$ cat src/hw/rtl/fvdc_pkg.sv
// ---------------------------------------------------------------------------
// fvdc_pkg
// Shared types and constants for the five-point diffusion coefficient block.
// ---------------------------------------------------------------------------
package fvdc_pkg;

    localparam int FVDC_FRAC_BITS = 16;

    // Width of the center coefficient sum before saturation.
    localparam int AP_W = 36;

    localparam logic [1:0] COL_LEFT   = 2'd1;
    localparam logic [1:0] COL_RIGHT  = 2'd2;
    localparam logic [1:0] ROW_BOTTOM = 2'd1;
    localparam logic [1:0] ROW_TOP    = 2'd2;

    typedef enum logic [2:0] {
        CFG_RATIO_DY_DX = 3'd0,
        CFG_RATIO_DX_DY = 3'd1,
        CFG_SINK        = 3'd2,
        CFG_WALL_LEFT   = 3'd3,
        CFG_WALL_RIGHT  = 3'd4,
        CFG_WALL_TOP    = 3'd5,
        CFG_BOTTOM_FLUX = 3'd6
    } cfg_index_t;

    typedef struct packed {
        logic [1:0]         col_class;
        logic [1:0]         row_class;
        logic [30:0]        k_center;
        logic [30:0]        k_east;
        logic [30:0]        k_west;
        logic [30:0]        k_north;
        logic [30:0]        k_south;
        logic signed [31:0] source_in;
    } in_item_t;

    typedef struct packed {
        logic signed [31:0] coef_center;
        logic signed [31:0] coef_east;
        logic signed [31:0] coef_west;
        logic signed [31:0] coef_north;
        logic signed [31:0] coef_south;
        logic signed [31:0] rhs_out;
    } out_item_t;

    // Load enables for the first three pipeline stages.
    typedef struct packed {
        logic ld1;
        logic ld2;
        logic ld3;
    } pipe_ld_t;

endpackage

$ cat src/hw/rtl/fvdc_face.sv
// ---------------------------------------------------------------------------
// fvdc_face
// Three-stage face coefficient: mean diffusivity, product with the spacing
// ratio, then scaling and saturation to 31 bits, or zero at a wall.
// ---------------------------------------------------------------------------
module fvdc_face
    import fvdc_pkg::*;
#(
    parameter int FRAC_BITS = FVDC_FRAC_BITS
)
(
    input  logic        clk,
    input  pipe_ld_t    ld,
    input  logic [30:0] ka,
    input  logic [30:0] kb,
    input  logic [30:0] ratio,
    input  logic        at_wall,
    output logic [30:0] coef
);

    logic [31:0] sum_ab;
    logic [30:0] mean_reg;
    logic [30:0] mean_next;
    logic [61:0] prod_reg;
    logic [61:0] prod_next;
    logic [61:0] scaled;
    logic [30:0] coef_reg;
    logic [30:0] coef_next;
    logic        wall_s1_reg;
    logic        wall_s2_reg;

    assign sum_ab    = {1'b0, ka} + {1'b0, kb};
    assign mean_next = sum_ab[31:1];
    assign prod_next = mean_reg * ratio;
    assign scaled    = prod_reg >> FRAC_BITS;

    always_comb
    begin
        if (wall_s2_reg)
        begin
            coef_next = '0;
        end
        else if (|scaled[61:31])
        begin
            coef_next = '1;
        end
        else
        begin
            coef_next = scaled[30:0];
        end
    end

    always_ff @(posedge clk)
    begin
        if (ld.ld1)
        begin
            mean_reg    <= mean_next;
            wall_s1_reg <= at_wall;
        end
        if (ld.ld2)
        begin
            prod_reg    <= prod_next;
            wall_s2_reg <= wall_s1_reg;
        end
        if (ld.ld3)
        begin
            coef_reg <= coef_next;
        end
    end

    assign coef = coef_reg;

endmodule

$ cat config.mk
export PLATFORM = sky130hd
export DESIGN_NAME = fvdc_face
export DESIGN_NICKNAME = d
export VERILOG_FILES = /design/src/hw/rtl/fvdc_pkg.sv /design/src/hw/rtl/fvdc_face.sv
export SDC_FILE = /design/constraint.sdc
export NUM_CORES = 2
export LEC_CHECK = 0
export ABC_AREA = 1
export BUFFER_PORTS_ARGS = -buffer_cell sky130_fd_sc_hd__buf_2
export CAP_MARGIN = 20
export CELL_PAD_IN_SITES_DETAIL_PLACEMENT = 1
export CELL_PAD_IN_SITES_GLOBAL_PLACEMENT = 1
export CORE_AREA = 2 2 270 272
export CTS_CLUSTER_SIZE = 40
export DETAILED_ROUTE_END_ITERATION = 10
export DIE_AREA = 0 0 272 274
export PLACE_DENSITY = 0.95
export SETUP_SLACK_MARGIN = 0.2
export SYNTH_ARGS = -nofsm -noshare
export SYNTH_HDL_FRONTEND = slang
export SYNTH_SLANG_ARGS = --single-unit
$ cat constraint.sdc
create_clock -name clk -period 12.8 [get_ports clk]
set_clock_uncertainty 0.1 [all_clocks]
set_input_delay 2.56 -clock clk [delete_from_list [all_inputs] [get_ports clk]]
set_output_delay 2.56 -clock clk [all_outputs]
set_load 0.05 [all_outputs]
### Word level (Yosys, flattened, before mapping)

Index checks and enable logic that the tools add are counted.

| word-level totals | value |
|---|---|
| register bits after elaboration | 126 |
| latch bits | 0 |
| memory bits (writable) | 0 |
| bits in read-only memories | 0 |
| output and inout bits | 31 |
| logic and storage cells | 9 |
| memories | 0 |

| cells by class | value |
|---|---|
| add/subtract/negate cells | 1 |
| multipliers | 1 |
| divide/modulo/power cells | 0 |
| $lt $le $gt $ge | 0 |
| eq/ne operators | 0 |
| shift-type cells | 0 |
| mux-type cells | 1 |
| bitwise operators | 0 |
| reduce and logical (&&, ||, !) cells | 1 |

Operators with widths:

| cell | number |
|---|---|
| $mul 31x31->62 | 1 |
| $add 31x31->32 | 1 |
| $mux 31 | 1 |
| $reduce_or 15->1 | 1 |

### Longest topological paths before layout

| depth | value |
|---|---|
| depth after elaboration | 2 |
| gate-level depth with buffers | 32 |
| depth with buffers taken out | 31 |

### Worst setup path before layout

No wires, ideal clock.

| timing path | value |
|---|---|
| path type | input port to flip-flop |
| from | in ratio[10] |
| to | reg prod_reg[54] (data pin) |
| setup time | 0.252 ns |
| arrival | 8.285 ns |
| slack | 4.163 ns |
| stages on the path | 26 |
| cell sequence | clkbuf_1 -> nand2_1 -> fa_1 -> inv_1 -> fa_1 -> inv_1 -> fa_1 -> inv_1 -> fa_1 -> fa_1 -> fa_1 -> fa_1 -> inv_1 -> fa_1 -> inv_1 -> ha_1 -> nand2_2 -> inv_1 -> a21oi_1 -> nor2_1 -> nor2_1 -> o21ai_0 -> a21oi_1 -> nand2_1 -> nand2_1 -> nand2_1 |

| on the way | value |
|---|---|
| cells in the longest elaborated chain, start to end | 1 |

RTL lines:

| element | line | source |
|---|---|---|
| from (decl) | fvdc_face.sv:16 | `input logic [30:0] ratio,` |
| $mul 31x31->62 | fvdc_face.sv:34 | `assign prod_next = mean_reg * ratio;` |
| net prod_next[54] | fvdc_face.sv:25 | `logic [61:0] prod_next;` |
| to (signal assigned) | fvdc_face.sv:62 | `prod_reg <= prod_next;` |
| to (decl) | fvdc_face.sv:24 | `logic [61:0] prod_reg;` |

The timed path passes the listed nets, and every way through them passes these cells.
A chain may end at the register's enable or synchronous reset.

### Worst setup path in the final report

| timing path | value |
|---|---|
| from | in ratio[8] |
| to | reg prod_reg[54] (data pin) |

Same word-level chain as after synthesis.

==> impl_metrics.csv <==
group,metric,value,unit
setup_path,worstPathMaxFanout,31,
die,dieWidth,272,um
global_route,grt_max_degree,48,
yosys,ys_seq_area_share,8.62,%
job,max_cap_viol_count,0,
yosys,synth_warnings,0,
setup_path,crit_type,"in2reg",
global_route,track_usage,44.6,%
die,start_util,53.3,%
route,drtAntennaViolNets,0,
global_route,grt_pass1_vias,41612,
yosys,mappedNetlistNets,6129,
sta,period_needed,10.56,ns
route,postRouteWirelength,162000,um
route,met2_length,76500,um
clocking,cts_tree,"done",
layout,largest_register_ffs,46,
sta,drv_slew,0,
die,fp.dieArea,74500,um^2
route,routed_via_density,5.99,
die,core_area,72000,um^2
global_route,antenna_found_initial,3,
clocking,post_cts_resized,0,
clocking,hold_buffers,0,
die,rows,99,
clocking,clock_latency,0.45,ns
setup_path,critPathRequiredTime,12.86,ns
layout,nets,6111,
route,routedLengthMet1,49100,um
sta,setup_violations,0,
clocking,cts_buffer_depth,2,
setup_path,r2r_setup_slack,4.32,ns
sta,hold_viol_final,0,
layout,drive_gt1_share,4.45,%
layout,area_delta_synth_final,4.51,%
yosys,synth_cell_type_count,30,
clocking,post_cts_buffers,0,
placement,io_buffers,128,
sta,tightest_slew,1.28,ns
clocking,clock_sinks,110,
global_route,grt_pass1_wl,244000,um
yosys,synth.avg_cell_area,7.80,um^2
sta,post-route-period-util,82.5,%
placement,place.gp.congestion,0.972,
route,firstDrtPassIters,6,
clocking,clk_pin_slew,0.10,ns
sta,tns,0,ns
yosys,synth_cells,4912,
worst_hold_path,min_path_type,"reg2reg",
status,outcome,"complete, no violations",
clocking,root_buffer,"clkbuf_16",
route,highest_layer,"met5",
route,vias,35102,
yosys,synth.cell_area,38300,um^2
setup_path,end_kind,"flip-flop",
setup_path,startpoint_type,"input port",
clocking,cts_made_buffers,9,
sta,slew_headroom,15.0,%
route,routedWlPerCell,27.7,um
yosys,yosys_register_bits,110,
route,wl_met3,15800,um
global_route,grt-ovfl-total,0,
setup_path,crit_arrival,10.62,ns
sta,rsz0062_at_grt,"no",
route,drc,0,
die,die_h,274,um
route,first_iter_violations,3682,
clocking,htreeDepth,3,
die,io_pins,129,
placement,place_hpwl,125000,um
sta,fmax,94.7,MHz
path summary, 6_finish.rpt:
path                               start  depth (start not counted)                endpoint
setup / recovery                ratio[8]                         25  prod_reg[54]$_DFFE_PP_
hold / removal    prod_reg[16]$_DFFE_PP_                          2   coef[0]$_SDFFCE_PP0P_
setup reg to reg  mean_reg[26]$_DFFE_PP_                         25  prod_reg[54]$_DFFE_PP_
hold reg to reg   prod_reg[16]$_DFFE_PP_                          2   coef[0]$_SDFFCE_PP0P_
kinds of logic (layout without fill, tap and decap cells):
group | Yosys count | in the layout | share of synthesized area [%]
buffers and inverters | 1726 | 1713 | 16.9
AO/OA/AOI/OAI | 252 | 252 | 3.59
flip-flops | 110 | 110 | 8.62
AND/OR/NAND/NOR | 1657 | 1657 | 16.9
adder cells (fa/ha/maj) | 1119 | 1119 | 52.9
XOR/XNOR | 48 | 48 | 1.10
other | 0 | 1 | 0
area by class of cell:
type,count,area [um^2]
clock buffer,9,225
fill,9045,31900
timing repair buffer,163,931
antenna,1,2.50
sequential,110,3300
inverter,1534,5760
multi-input combinational,3076,28600
clock inverter,7,91.3
tap,959,1200
metal layers:
metal,global-route usage (%),up-vias
li1,-,13801
met1,44.2,17228
met2,72.6,2666
met3,13.3,1401
met4,46.9,6
met5,0.513,-
layout by cell type, fill, tap and decap left out, types with 12 or more instances in the layout:
cell type and instances:
a21oi_1 116, buf_2 128, buf_4 33, edfxtp_1 110, fa_1 837, ha_1 282, inv_1 1527, nand2_1 1349
nand3_1 70, nand4_1 15, nor2_1 174, nor3_1 19, o21ai_0 88, o21bai_1 15, xnor2_1 12, xor2_1 36
synthesized netlist by cell type (all sizes together):
cell type	number	area, um^2
nor4	7	50.1
nand3b	1	7.51
a21boi	3	22.5
nor2	184	726
nand3	70	350
ha	282	3530
o21ai	101	532
fa	837	16800
nor3	22	125
inv	1534	5760
o21a	8	60.1
nand4	15	93.8
a21o	7	52.6
buf	1	3.75
edfxtp	110	3300
nand2	1358	5120
xnor2	12	105
a21oi	118	598
clkbuf	191	717
o21bai	15	113
xor2	36	315
per-stage QoR:
step | setup WS, ns | hold slack, ns | cells | util [%] | area, um^2
after floorplan | 4.16 | 0.300 | 4912 | - | 38300
after global placement | 3.03 | 0.425 | 5840 | 55.2 | 39700
after detailed placement | 2.66 | 0.431 | 5840 | 55.2 | 39700
after CTS | 2.94 | 0.448 | 5856 | 55.6 | 40000
after global routing | 2.32 | 0.488 | 5858 | 55.7 | 40100
final | 2.24 | 0.446 | 5859 | 55.7 | 40100
worst max-delay path: stages:
cell and delay, ns:
buf_2 0.70, nand2_1 0.29, inv_1 0.47, fa_1 0.71, inv_1 0.17, fa_1 0.45
fa_1 0.57, inv_1 0.07, fa_1 0.51, inv_1 0.08, fa_1 0.60, fa_1 0.47
fa_1 0.53, fa_1 0.51, inv_1 0.05, ha_1 0.41, nand2_1 0.16, nor2_1 0.16
inv_1 0.10, nor2_1 0.16, inv_1 0.10, o21ai_0 0.42, a21oi_1 0.16, nand3_1 0.10
nand2_1 0.08
Power is not shown: default switching activity piles up to over one toggle a cycle in this logic, so the estimate is an artifact.
